### src/sv/ths_pkg.sv
// ----------------------------------------------------------------------------
// ths_pkg
// Types, codes and constants shared by the torque homing sequencer.
// ----------------------------------------------------------------------------
package ths_pkg;

    typedef enum logic [2:0] {
        PH_IDLE     = 3'd0,
        PH_RAPID    = 3'd1,
        PH_BACKOFF  = 3'd2,
        PH_TOUCH    = 3'd3,
        PH_RETRACT  = 3'd4,
        PH_DONE     = 3'd5,
        PH_ERROR    = 3'd6
    } t_phase;

    typedef enum logic [2:0] {
        ERR_NONE      = 3'd0,
        ERR_TIMEOUT   = 3'd1,
        ERR_NO_RAPID  = 3'd2,
        ERR_NO_TOUCH  = 3'd3,
        ERR_INVALID   = 3'd4
    } t_err;

    typedef enum logic [2:0] {
        REG_BACK_OFF  = 3'd0,
        REG_RETRACT   = 3'd1,
        REG_TIMEOUT   = 3'd2,
        REG_TOUCH_SPD = 3'd3,
        REG_RAPID_SPD = 3'd4,
        REG_ACCEL     = 3'd5,
        REG_TORQUE    = 3'd6
    } t_reg_idx;

    localparam logic [29:0] BACK_OFF_RST  = 30'd100;
    localparam logic [29:0] RETRACT_RST   = 30'd1000;
    localparam logic [31:0] TIMEOUT_RST   = 32'd2000000;
    localparam logic [23:0] TOUCH_SPD_RST = 24'd1000;
    localparam logic [23:0] RAPID_SPD_RST = 24'd5000;
    localparam logic [23:0] ACCEL_RST     = 24'd50000;
    localparam logic [6:0]  TORQUE_RST    = 7'd50;
    localparam logic [6:0]  TORQUE_MAX    = 7'd100;
    localparam logic [31:0] TOUCH_LEN_DEF = 32'd200;

    typedef struct packed {
        logic        func;
        logic        home_axis;
        logic [31:0] now_ms;
        logic        torque_hit;
        logic        moving;
        logic signed [31:0] position;
    } t_in_item;

    typedef struct packed {
        logic        move_valid;
        logic signed [31:0] move_steps;
        logic [23:0] move_speed;
        logic [23:0] move_accel;
        logic [6:0]  move_torque;
        logic        abort_move;
        logic        ref_valid;
        logic        ref_axis;
        logic signed [31:0] ref_position;
        logic [2:0]  phase;
        logic [2:0]  error_code;
        logic        returned_idle;
    } t_out_item;

    typedef struct packed {
        logic [2:0]  index;
        logic [31:0] data;
    } t_cfg_beat;

    typedef struct packed {
        logic [29:0] backoff_len;
        logic [29:0] retract_steps;
        logic [31:0] timeout_ms;
        logic [23:0] touch_speed;
        logic [23:0] rapid_speed;
        logic [23:0] accel;
        logic [6:0]  torque_percent;
    } t_cfg_regs;

    typedef struct packed {
        t_phase      phase;
        logic        axis;
        logic [31:0] start_time;
        t_err        err;
    } t_seq_state;

endpackage

### src/sv/ths_if.sv
// ----------------------------------------------------------------------------
// ths_if
// Valid/ready channels of the torque homing sequencer.
// ----------------------------------------------------------------------------
interface ths_in_if import ths_pkg::*; ();
    logic     valid;
    logic     ready;
    t_in_item data;

    modport source (output valid, output data, input ready);
    modport sink   (input valid, input data, output ready);
endinterface

interface ths_out_if import ths_pkg::*; ();
    logic      valid;
    logic      ready;
    t_out_item data;

    modport source (output valid, output data, input ready);
    modport sink   (input valid, input data, output ready);
endinterface

interface ths_cfg_if import ths_pkg::*; ();
    logic      valid;
    logic      ready;
    t_cfg_beat data;

    modport source (output valid, output data, input ready);
    modport sink   (input valid, input data, output ready);
endinterface

### src/sv/ths_step.sv
// ----------------------------------------------------------------------------
// ths_step
// Next-state and result logic for one beat of the homing sequencer.
// ----------------------------------------------------------------------------
module ths_step import ths_pkg::*; (
    input  t_in_item   i_item,
    input  t_seq_state i_state,
    input  t_cfg_regs  i_cfg,
    output t_seq_state o_state,
    output t_out_item  o_result
);

    logic        w_dir_pos;
    logic        w_timed_out;
    logic [31:0] w_elapsed;
    logic [6:0]  w_torque;
    logic [31:0] w_touch_len;

    function automatic logic signed [31:0] f_dist(input logic pos, input logic [31:0] d);
        return pos ? signed'(d) : signed'(32'd0 - d);
    endfunction

    assign w_dir_pos   = i_state.axis;
    assign w_elapsed   = i_item.now_ms - i_state.start_time;
    assign w_timed_out = w_elapsed > i_cfg.timeout_ms;
    assign w_torque    = (i_cfg.torque_percent > TORQUE_MAX) ? TORQUE_MAX
                                                             : i_cfg.torque_percent;
    assign w_touch_len = (i_cfg.backoff_len == 30'd0) ? TOUCH_LEN_DEF
                                                       : {1'b0, i_cfg.backoff_len, 1'b0};

    always_comb begin
        o_state  = i_state;
        o_result = '0;
        if (i_item.func) begin
            o_state.axis       = i_item.home_axis;
            o_state.start_time = i_item.now_ms;
            o_state.err        = ERR_NONE;
            o_state.phase      = PH_RAPID;
        end else begin
            unique case (i_state.phase)
                PH_IDLE: begin
                end
                PH_DONE, PH_ERROR: begin
                    o_state.phase          = PH_IDLE;
                    o_result.returned_idle = 1'b1;
                end
                PH_RAPID, PH_BACKOFF, PH_TOUCH, PH_RETRACT: begin
                    priority if (w_timed_out) begin
                        o_result.abort_move = 1'b1;
                        o_state.err         = ERR_TIMEOUT;
                        o_state.phase       = PH_ERROR;
                    end else if (i_item.torque_hit && i_state.phase == PH_RAPID) begin
                        o_state.phase        = PH_BACKOFF;
                        o_result.move_valid  = 1'b1;
                        o_result.move_steps  = f_dist(!w_dir_pos,
                                                      {2'b00, i_cfg.backoff_len});
                        o_result.move_speed  = i_cfg.touch_speed;
                        o_result.move_accel  = i_cfg.accel;
                        o_result.move_torque = w_torque;
                    end else if (i_item.torque_hit && i_state.phase == PH_TOUCH) begin
                        o_result.ref_valid    = 1'b1;
                        o_result.ref_axis     = i_state.axis;
                        o_result.ref_position = i_item.position;
                        o_state.phase         = PH_RETRACT;
                        o_result.move_valid   = 1'b1;
                        o_result.move_steps   = f_dist(!w_dir_pos,
                                                       {2'b00, i_cfg.retract_steps});
                        o_result.move_speed   = i_cfg.rapid_speed;
                        o_result.move_accel   = i_cfg.accel;
                        o_result.move_torque  = w_torque;
                    end else if (!i_item.moving) begin
                        unique case (i_state.phase)
                            PH_RAPID: begin
                                o_state.err   = ERR_NO_RAPID;
                                o_state.phase = PH_ERROR;
                            end
                            PH_BACKOFF: begin
                                o_state.phase        = PH_TOUCH;
                                o_result.move_valid  = 1'b1;
                                o_result.move_steps  = f_dist(w_dir_pos, w_touch_len);
                                o_result.move_speed  = i_cfg.touch_speed;
                                o_result.move_accel  = i_cfg.accel;
                                o_result.move_torque = w_torque;
                            end
                            PH_TOUCH: begin
                                o_state.err   = ERR_NO_TOUCH;
                                o_state.phase = PH_ERROR;
                            end
                            default: begin
                                o_state.err   = ERR_NONE;
                                o_state.phase = PH_DONE;
                            end
                        endcase
                    end
                end
                default: begin
                    o_state.err   = ERR_INVALID;
                    o_state.phase = PH_ERROR;
                end
            endcase
        end
        o_result.phase      = o_state.phase;
        o_result.error_code = o_state.err;
    end

endmodule

### src/sv/torque_homing_sequencer.sv
// ----------------------------------------------------------------------------
// torque_homing_sequencer
// Torque-sensing homing sequencer for one machine or cartridge axis.
// ----------------------------------------------------------------------------
// Each accepted input beat's result beat is registered and offered in the next cycle.
// Throughput: one beat per cycle while the output is ready; the result register frees as it is taken.
// The step logic is a 32-bit time subtract and compare, step negation and muxing.
// Reset: synchronous, active low; idle phase, no error, registers at defaults.
// Configuration writes are always ready and take effect on the next beat.
// ----------------------------------------------------------------------------
module torque_homing_sequencer import ths_pkg::*; (
    input  logic i_clk,
    input  logic i_rst_n,
    ths_cfg_if.sink   i_cfg,
    ths_in_if.sink    i_in,
    ths_out_if.source o_out
);

    t_cfg_regs  r_cfg;
    t_seq_state r_state;
    t_seq_state n_state;
    t_out_item  r_out;
    t_out_item  n_out;
    logic       r_out_valid;
    logic       w_in_fire;

    assign i_cfg.ready = 1'b1;
    assign i_in.ready  = !r_out_valid || o_out.ready;
    assign w_in_fire   = i_in.valid && i_in.ready;
    assign o_out.valid = r_out_valid;
    assign o_out.data  = r_out;

    ths_step u_step (
        .i_item   (i_in.data),
        .i_state  (r_state),
        .i_cfg    (r_cfg),
        .o_state  (n_state),
        .o_result (n_out)
    );

    always_ff @(posedge i_clk) begin
        if (!i_rst_n) begin
            r_cfg.backoff_len    <= BACK_OFF_RST;
            r_cfg.retract_steps  <= RETRACT_RST;
            r_cfg.timeout_ms     <= TIMEOUT_RST;
            r_cfg.touch_speed    <= TOUCH_SPD_RST;
            r_cfg.rapid_speed    <= RAPID_SPD_RST;
            r_cfg.accel          <= ACCEL_RST;
            r_cfg.torque_percent <= TORQUE_RST;
        end else if (i_cfg.valid) begin
            case (t_reg_idx'(i_cfg.data.index))
                REG_BACK_OFF:  r_cfg.backoff_len    <= i_cfg.data.data[29:0];
                REG_RETRACT:   r_cfg.retract_steps  <= i_cfg.data.data[29:0];
                REG_TIMEOUT:   r_cfg.timeout_ms     <= i_cfg.data.data;
                REG_TOUCH_SPD: r_cfg.touch_speed    <= i_cfg.data.data[23:0];
                REG_RAPID_SPD: r_cfg.rapid_speed    <= i_cfg.data.data[23:0];
                REG_ACCEL:     r_cfg.accel          <= i_cfg.data.data[23:0];
                REG_TORQUE:    r_cfg.torque_percent <= i_cfg.data.data[6:0];
                default: begin
                end
            endcase
        end
    end

    always_ff @(posedge i_clk) begin
        if (!i_rst_n) begin
            r_state.phase      <= PH_IDLE;
            r_state.axis       <= 1'b0;
            r_state.start_time <= 32'd0;
            r_state.err        <= ERR_NONE;
            r_out_valid        <= 1'b0;
        end else begin
            if (w_in_fire) begin
                r_state     <= n_state;
                r_out_valid <= 1'b1;
            end else if (o_out.ready) begin
                r_out_valid <= 1'b0;
            end
        end
    end

    always_ff @(posedge i_clk) begin
        if (w_in_fire) begin
            r_out <= n_out;
        end
    end

    a_fire_gives_result: assert property (@(posedge i_clk) disable iff (!i_rst_n)
        w_in_fire |=> r_out_valid)
        else $error("accepted beat produced no result");

    a_result_tracks_phase: assert property (@(posedge i_clk) disable iff (!i_rst_n)
        r_out_valid |-> (r_out.phase == r_state.phase && r_out.error_code == r_state.err))
        else $error("held result disagrees with sequencer state");

    a_ref_with_move: assert property (@(posedge i_clk) disable iff (!i_rst_n)
        (r_out_valid && r_out.ref_valid) |-> r_out.move_valid)
        else $error("reference captured without retract move");

    a_abort_is_timeout: assert property (@(posedge i_clk) disable iff (!i_rst_n)
        (r_out_valid && r_out.abort_move) |->
            (r_out.phase == PH_ERROR && r_out.error_code == ERR_TIMEOUT))
        else $error("abort without timeout error");

    a_idle_return: assert property (@(posedge i_clk) disable iff (!i_rst_n)
        (r_out_valid && r_out.returned_idle) |-> r_out.phase == PH_IDLE)
        else $error("return to idle left a non-idle phase");

endmodule

### src/flat_wrapper.sv
// flat-port wrapper written by rule: the top's interface ports become plain ports
module torque_homing_sequencer_flat import ths_pkg::*;
  (i_clk, i_rst_n, i_cfg_valid, i_cfg_data, i_cfg_ready, i_in_valid, i_in_data, i_in_ready, o_out_valid, o_out_data, o_out_ready);
  ths_cfg_if i_cfg_i ();
  ths_in_if i_in_i ();
  ths_out_if o_out_i ();
  input  logic i_clk;
  input  logic i_rst_n;
  input wire logic [$bits(i_cfg_i.valid)-1:0] i_cfg_valid;
  input wire logic [$bits(i_cfg_i.data)-1:0] i_cfg_data;
  output wire logic [$bits(i_cfg_i.ready)-1:0] i_cfg_ready;
  input wire logic [$bits(i_in_i.valid)-1:0] i_in_valid;
  input wire logic [$bits(i_in_i.data)-1:0] i_in_data;
  output wire logic [$bits(i_in_i.ready)-1:0] i_in_ready;
  output wire logic [$bits(o_out_i.valid)-1:0] o_out_valid;
  output wire logic [$bits(o_out_i.data)-1:0] o_out_data;
  input wire logic [$bits(o_out_i.ready)-1:0] o_out_ready;
  assign i_cfg_i.valid = i_cfg_valid;
  assign i_cfg_i.data = i_cfg_data;
  assign i_cfg_ready = i_cfg_i.ready;
  assign i_in_i.valid = i_in_valid;
  assign i_in_i.data = i_in_data;
  assign i_in_ready = i_in_i.ready;
  assign o_out_valid = o_out_i.valid;
  assign o_out_data = o_out_i.data;
  assign o_out_i.ready = o_out_ready;
  torque_homing_sequencer u_core (.i_clk(i_clk), .i_rst_n(i_rst_n), .i_cfg(i_cfg_i), .i_in(i_in_i), .o_out(o_out_i));
endmodule
### config.mk
export PLATFORM = sky130hd
export DESIGN_NAME = torque_homing_sequencer_flat
export DESIGN_NICKNAME = d
export VERILOG_FILES = /design/src/sv/ths_pkg.sv /design/src/sv/ths_if.sv /design/src/sv/ths_step.sv /design/src/sv/torque_homing_sequencer.sv /design/src/flat_wrapper.sv
export SDC_FILE = /design/constraint.sdc
export NUM_CORES = 1
export LEC_CHECK = 0
export ABC_AREA = 1
export BUFFER_PORTS_ARGS = -buffer_cell sky130_fd_sc_hd__buf_2
export CAP_MARGIN = 20
export CORE_ASPECT_RATIO = 1.75
export CORE_UTILIZATION = 55
export CTS_CLUSTER_DIAMETER = 120
export DETAILED_ROUTE_END_ITERATION = 8
export GPL_ROUTABILITY_DRIVEN = 0
export PLACE_DENSITY = 0.77
export RECOVER_POWER = 50
export SLEW_MARGIN = 20
export SYNTH_ARGS = -nofsm -noshare
export SYNTH_HDL_FRONTEND = slang
export SYNTH_SLANG_ARGS = --single-unit
### constraint.sdc
create_clock -name i_clk -period 10.62 [get_ports i_clk]
set_input_delay 0.531 -clock i_clk [delete_from_list [all_inputs] [get_ports i_clk]]
set_output_delay 0.531 -clock i_clk [all_outputs]
set_load 0.01 [all_outputs]
==> out/metrics.cfg, run 1 <==
[detailed_routing]
drcViolationCount = 0
vias_per_cell = 5.74
ant_nets = 0
avgRoutedWirePerCell_um = 18.3
dr.pass1.iters = 5
drt-initial-drc-count = 1411
routed_wirelength_mm = 52.0
vias = 16346

[power_and_ir_drop]
swShare = 0.289
pwr-share-comb = 0.172
power_mw = 3.12
power.switching_uw = 902
power_frac_seq = 0.464
clock_power_share = 0.364
ir_drop_mv = 0.166
p_leak_nw = 8.65
powerDensity_mw_per_mm2 = 158
p_int_mw = 2.21

[cts]
cts_made_buffers = 30
h-tree-depth = 1
clockBufferDepth = 3
cts_resized = 0
cts_tree = yes
clock-root-buffer = clkbuf_16
cts.sink_count = 341
hold_buffers = 0
clock_latency_ns = 0.59
post-cts-setup-buffers = 0
clkSlewWorstSetupHoldPaths_ns = 0.07

[global_route]
grt_pass1_vias = 15712
globalRouteTotalUtil = 0.320
grt-ovfl-total = 0
grt_start_max_net_pins = 114
grt_antenna_before_repair = 1
grt_pass1_wl_mm = 80.2

[floorplanning]
die_y_um = 238
dieArea_mm2 = 0.0325
core-area_mm2 = 0.0314
die_w_um = 137
initial_core_util = 0.556
io_pins = 241
rows = 86

[place]
dpl.hpwl_mm = 37.0
placed_cells = 2794
dp_slack_ns = 5.34
place_area_mm2 = 0.0189
portBuffers = 239

[timing]
max_freq_ghz = 0.155
setup_viol = 0
fin_ws_ns = 4.16
slew_headroom = -2.05
fin_crit_sh = 0.608
tightest_slew_ns = 4.57
fin_hold_ws_ns = 0.236
hold_viol_final = 0
setup-tns-final_ns = 0
fin_worst_skew_ns = 0.0133
slew_viol_final = 267
rsz0062_at_grt = no
post-route-min-period_ns = 6.46

[hold_path]
min_delay_path_depth = 3
hold_path_class = input port to register

[setup_path]
required_ns = 11.13
crit_type = input port to register
critPathMaxFanout = 113
critPathLaunchType = input port
rr_worst_depth = 29
worstPathArrival_ns = 6.96
cp-end-kind = register

[layout]
utilization = 0.629
num-nets-final = 2605
seqCellArea_mm2 = 0.00813
drive_gt1_frac = 0.0860
fin_area_mm2 = 0.0198
syn2layout_area_growth_pct = 13.1
finalNonFillerCells = 2850
antenna_cells = 0
fillers = 2875
multi_input_area_mm2 = 0.00773

[synthesis]
postSynthCellCount = 2239
synth.cell_area_mm2 = 0.0175
synth_top_area_frac = 0.242
yosysSeqAreaShare = 0.465
syn_nets = 2414
synth-edff-count = 130
synth.yosys.warnings = 0
synth_area_leaders = dfxtp_1 24%, edfxtp_1 22%, o21ai_0 7.1%
async_flop_share = 0
yosysTopAreaCell = dfxtp_1
synth-seq-cells = 341
synth_top_flop_cell = dfxtp_1
avgSynthCellArea_um2 = 7.80
synth_cell_types = 52

[job]
drv_cap = 3

[run_status]
status = complete, but fails checks
violations = max-capacitance violations, max-slew violations

[cells in the final DEF (no fill, tap or decap), types with 6 or more instances in the layout]
cell type    n
inv_1      318
dfxtp_1    211
ha_1        66
xor2_1      47
clkbuf_16   32
nor2_1     271
o21ai_0    249
nor2_4       6
nor3_1      20
a22oi_1     13
xnor2_1      9
nand2_2     10
edfxtp_1   130
a31oi_1      6
nand3_1    101
clkbuf_8     6
inv_2        7
o211ai_1    33
clkinv_1     7
nand2_1    325
nor4_1       6
buf_4       13
o21ai_1     11
clkbuf_1   138
a21oi_1    241
buf_2      105
nand4_1      9
[worst max-delay path: stages]
cell,delay [ns]
clkbuf_1,3.15
clkbuf_1,2.57
o21ai_0,0.40
a21oi_1,0.29
[kinds of logic (layout without fill, tap and decap cells)]
logic type                 count (synthesis)  in the layout  share of synthesized area
buffers and inverters                    423            638                     0.0925
AOI/OAI and AO/OA                        584            584                      0.180
other                                      1              1                   0.000215
xor gates and xnor gates                  56             56                     0.0281
and+or+nand+nor                          767            767                      0.186
adders and majority gates                 67             67                     0.0484
DFF                                      341            341                      0.465
[state kept, by name, indices dropped and copies added (netlist names)]
name,cells
u_core.r_state,39
u_core.r_cfg,171
u_core.o_out.data,130
u_core.o_out.valid,1
[Yosys cell counts, drive strengths merged (2+ instances only)]
| cell type | n |
|---|---|
| nand3b | 2 |
| xor2 | 47 |
| nand4 | 12 |
| o211ai | 33 |
| nor4 | 6 |
| nand3 | 103 |
| o21bai | 3 |
| a21boi | 3 |
| clkinv | 5 |
| o311ai | 5 |
| a22oi | 13 |
| o21ai | 262 |
| dfxtp | 211 |
| nor2 | 283 |
| a31oi | 6 |
| nand2 | 337 |
| a211oi | 2 |
| clkbuf | 77 |
| o31ai | 2 |
| xnor2 | 9 |
| a21oi | 242 |
| edfxtp | 130 |
| a21o | 4 |
| nor3 | 23 |
| ha | 66 |
| buf | 17 |
| o221ai | 5 |
| inv | 324 |
[power by group through the flow]
stage                     Clock [mW]  Sequential, mW  Combinational [mW]
final                           1.13            1.45               0.535
after global placement             0            1.47               0.512
after CTS                       1.14            1.44               0.531
after floorplan                    0            1.49               0.343
after detailed placement           0            1.47               0.527
after global routing            1.19            1.45               0.594
[worst paths after layout]
path | from | end | slack [ns]
worst min-delay path | i_in_data[18] | u_core.o_out.data[25] | 0.24
worst max register to register | u_core.r_state[3] | u_core.o_out.data[70] | 5.63
worst min register to register | u_core.r_cfg[49] | u_core.r_cfg[49] | 0.45
worst max-delay path | i_rst_n | u_core.r_cfg[88] | 4.16
[metal layers]
layer / wire length (um) / GRT usage
met2: 25900 / 0.561
met4: 4160 / 0.237
met1: 18400 / 0.348
met3: 3600 / 0.0375
met5: 10 / 0
[cell type report]
type / count / share of cell area
Sequential cell: 341 / 0.411
Multi-Input combinational cell: 1475 / 0.391
Inverter: 329 / 0.0626
Timing Repair Buffer: 253 / 0.0572
Clock buffer: 41 / 0.0453
Tap cell: 396 / 0.0251
Clock inverter: 15 / 0.00716
(Power assumes the default switching activity.)
==> run 2, diff against run 1 <==
--- a/config.mk
+++ b/config.mk
@@ -5,7 +5,7 @@
 export SDC_FILE = /design/constraint.sdc
 export NUM_CORES = 1
 export LEC_CHECK = 0
-export ABC_AREA = 1
+export ABC_AREA = 0
 export BUFFER_PORTS_ARGS = -buffer_cell sky130_fd_sc_hd__buf_2
 export CAP_MARGIN = 20
 export CORE_ASPECT_RATIO = 1.75
==> constraint.sdc (replaced) <==
create_clock -name i_clk -period 6.25 [get_ports i_clk]
set_input_delay 0.3125 -clock i_clk [delete_from_list [all_inputs] [get_ports i_clk]]
set_output_delay 0.3125 -clock i_clk [all_outputs]
set_load 0.01 [all_outputs]
==> run 2 against run 1 <==
Net effect: the run still ends with max-capacitance violations, max-slew violations left; clock power rose by 78%; non-clock buffer count up 63; global-route usage decreased by 2.7 points; worst hold slack lost 0.21 ns; total power increased by 67%; cell area up 3.8%; sequential share of layout area down 1.5 points; via count is 6.8% lower; first-iteration DRC count fell by 15%; wire length fell by 7.0%; die area increased by 0.74%; sequential cell count unchanged; critical path type unchanged; largest power group unchanged.
==> out/metrics.cfg, run 2 <==
[synthesis]
synth.cell_area_mm2 = 0.0176  ; was 0.0175 mm^2
yosysTopAreaCell = dfxtp_1  ; unchanged
synth.yosys.warnings = 0  ; unchanged
synth-edff-count = 130  ; unchanged
synthTopCellsByCount = 484 x nand2_1, 211 x dfxtp_1, 170 x a21boi_0, 130 x edfxtp_1, 115 x clkbuf_1  ; was 325 x nand2_1, 317 x inv_1, 271 x nor2_1, 249 x o21ai_0, 241 x a21oi_1
async_flop_share = 0  ; unchanged
yosysMostFrequentCell = nand2_1  ; unchanged
synth-seq-cells = 341  ; unchanged
synth_area_leaders = dfxtp_1 24%, edfxtp_1 22%, nand2_1 10%  ; was dfxtp_1 24%, edfxtp_1 22%, o21ai_0 7.1%
synth_top_area_frac = 0.240  ; was 0.242
syn_nets = 2164  ; was 2,414
yosysSeqAreaShare = 0.462  ; was 0.465
avgSynthCellArea_um2 = 8.85  ; was 7.80 um^2
synth_cell_types = 71  ; was 52
postSynthCellCount = 1989  ; was 2,239
synth_top_flop_cell = dfxtp_1  ; unchanged

[timing]
fin_worst_skew_ns = 0.0476  ; was 0.0133 ns
setup-tns-final_ns = 0  ; unchanged
post-route-min-period_ns = 5.51
max_freq_ghz = 0.181
setup_viol = 0  ; unchanged
slew_headroom = -1.22  ; was -2.05
rsz0062_at_grt = no  ; unchanged
slew_viol_final = 218  ; was 267
tightest_slew_ns = 3.32  ; was 4.57 ns
fin_ws_ns = 0.735  ; was 4.16 ns
hold_viol_final = 0  ; unchanged
fin_hold_ws_ns = 0.0225  ; was 0.236 ns
fin_crit_sh = 0.882

[detailed_routing]
dr.pass1.iters = 8  ; was 5
vias = 15228  ; was 16,346
highest_layer = met4  ; was met5
wl_met2_mm = 24.2  ; was 25.9 mm
m1WireLength_mm = 17.5  ; was 18.4 mm
routed_wirelength_mm = 48.4  ; was 52.0 mm
drt-initial-drc-count = 1196  ; was 1,411
avgRoutedWirePerCell_um = 18.4  ; was 18.3 um
wl_met3_mm = 3.20  ; was 3.60 mm
ant_nets = 0  ; unchanged
drcViolationCount = 0  ; unchanged
vias_per_cell = 5.78  ; was 5.74

[floorplanning]
io_pins = 241  ; unchanged
core-area_mm2 = 0.0315  ; was 0.0314 mm^2
dieArea_mm2 = 0.0328  ; was 0.0325 mm^2
die_w_um = 137  ; about the same
rows = 86  ; unchanged
die_y_um = 239  ; was 238 um
initial_core_util = 0.558  ; was 0.556

[cts]
post-cts-setup-buffers = 0  ; unchanged
clock_latency_ns = 0.61  ; was 0.59 ns
cts_made_buffers = 30  ; unchanged
clockBufferDepth = 3  ; unchanged
cts.sink_count = 341  ; unchanged
cts_tree = yes  ; unchanged
clock-root-buffer = clkbuf_16  ; unchanged
clkSlewWorstSetupHoldPaths_ns = 0.07  ; about the same
h-tree-depth = 1  ; unchanged

[global_route]
globalRouteTotalUtil = 0.293  ; was 0.320
grt_antenna_before_repair = 0  ; was 1
grt_start_max_net_pins = 90  ; was 114
grt_pass1_wl_mm = 74.5  ; was 80.2 mm
grt_pass1_vias = 14528  ; was 15,712
grt-ovfl-total = 0  ; unchanged

[run_status]
status = complete, but fails checks  ; unchanged
violations = max-capacitance violations, max-slew violations  ; unchanged

[hold_path]
min_delay_path_depth = 3  ; unchanged
hold_path_class = input port to register  ; unchanged

[layout]
drive_gt1_frac = 0.0934  ; was 0.0860
syn2layout_area_growth_pct = 16.5  ; was 13.1%
top_register = u_core.r_cfg  ; unchanged
fillers = 2681  ; was 2,875
antenna_cells = 0  ; unchanged
utilization = 0.650  ; was 0.629
finalNonFillerCells = 2633  ; was 2,850
final_common_cell = nand2_1  ; unchanged
final_cell_mix = 482 x nand2_1, 210 x dfxtp_1, 170 x a21boi_0  ; was 325 x nand2_1, 318 x inv_1, 271 x nor2_1
num-nets-final = 2388  ; was 2,605
largest_register_ffs = 171  ; unchanged

[setup_path]
critPathLaunchType = input port  ; unchanged
critPathMaxFanout = 58  ; was 113
rr_worst_depth = 20  ; was 29
cp-end-kind = register  ; unchanged
required_ns = 6.57  ; was 11.13 ns
r2r_setup_slack_ns = 0.82  ; was 5.63 ns
worstPathArrival_ns = 5.84  ; was 6.96 ns
crit_type = input port to register  ; unchanged

[place]
dpl.hpwl_mm = 32.9  ; was 37.0 mm
portBuffers = 239  ; unchanged
dp_slack_ns = 0.754  ; was 5.34 ns
placed_cells = 2518  ; was 2,794

[power_and_ir_drop]
ir_drop_mv = 0.246  ; was 0.166 mV
p_leak_nw = 7.56  ; was 8.65 nW
powerDensity_mw_per_mm2 = 254  ; was 158 mW/mm^2

[job]
drv_cap = 3  ; unchanged

[run 2: cell types whose count changed in the layout (fill, tap and decap cells not counted), sizes merged, moves of 147 or more]
cell,change
nor2,-196
o21ai,-226
a21oi,-157
nand2,+147
a21boi,+167
inv,-236
[run 2: routing by layer]
layer | up-vias | track usage
li1 | 7260 | -
met1 | 7145 | 0.319
met2 | 636 | 0.523
met3 | 187 | 0.0373
met4 | 0 | 0.194
met5 | - | 0
[run 2: critical path, cell delays in order]
cell           delay (ns)
dlygate4sd3_1        0.54
buf_2                0.14
inv_1                0.06
ha_1                 0.19
inv_1                0.07
fa_1                 0.40
a21oi_1              0.20
o22ai_1              0.15
a41o_1               0.34
a22oi_1              0.22
o31ai_1              0.17
a211oi_1             0.41
a21oi_1              0.14
xor2_1               0.16
ha_1                 0.30
nand4_1              0.12
nor4_1               0.41
inv_1                0.08
o211a_1              0.34
nor2_1               0.41
nor3_2               0.08
buf_4                0.32
and2_1               0.25
[run 2: area by class of cell]
type                            instances  area (um^2)  share of cell area
Inverter                               88          335              0.0164
Clock inverter                         17          249              0.0121
Clock buffer                           39          828              0.0404
Timing Repair Buffer                  316         1750              0.0852
Multi-Input combinational cell       1436         8720               0.425
Sequential cell                       341         8130               0.396
Tap cell                              396          495              0.0242
[run 2: path summary, 6_finish.rpt]
check	from	end
min	i_in_data[59]	u_core.r_state[28]
max reg2reg	u_core.r_state[3]	u_core.o_out.data[19]
min reg2reg	u_core.r_cfg[23]	u_core.r_cfg[23]
max	i_in_data[34]	u_core.o_out.data[19]
[run 2: logic make-up after synthesis]
group                    count (synthesis)  share of synthesized area
adder cells (fa/ha/maj)                 68                     0.0486
multiplexers                             2                    0.00114
XOR/XNOR                               114                     0.0567
AO/OA/AOI/OAI                          467                      0.189
flip-flops                             341                      0.462
AND/OR/NAND/NOR                        784                      0.197
other                                    1                   0.000213
buffers and inverters                  212                     0.0456
[run 2: where the power goes]
group / internal, mW / switching [mW] / total (mW)
registers: 2.39 / 0.0525 / 2.44
clock network: 1.15 / 0.860 / 2.01
logic: 0.304 / 0.450 / 0.755
total: 3.84 / 1.36 / 5.21
[run 2: what timing repair did]
item,CTS,global route
resized for setup,0,0
hold buffers,58,0
endpoints found under the hold margin,58,0
[run 2: stage by stage]
step | instance area (um^2) | total power [mW]
5_1_grt | 20500 | 5.40
2_1_floorplan | 17600 | 2.96
3_3_place_gp | 19000 | 3.18
6_report | 20500 | 5.21
4_1_cts | 20700 | 5.24
3_5_place_dp | 19000 | 3.21
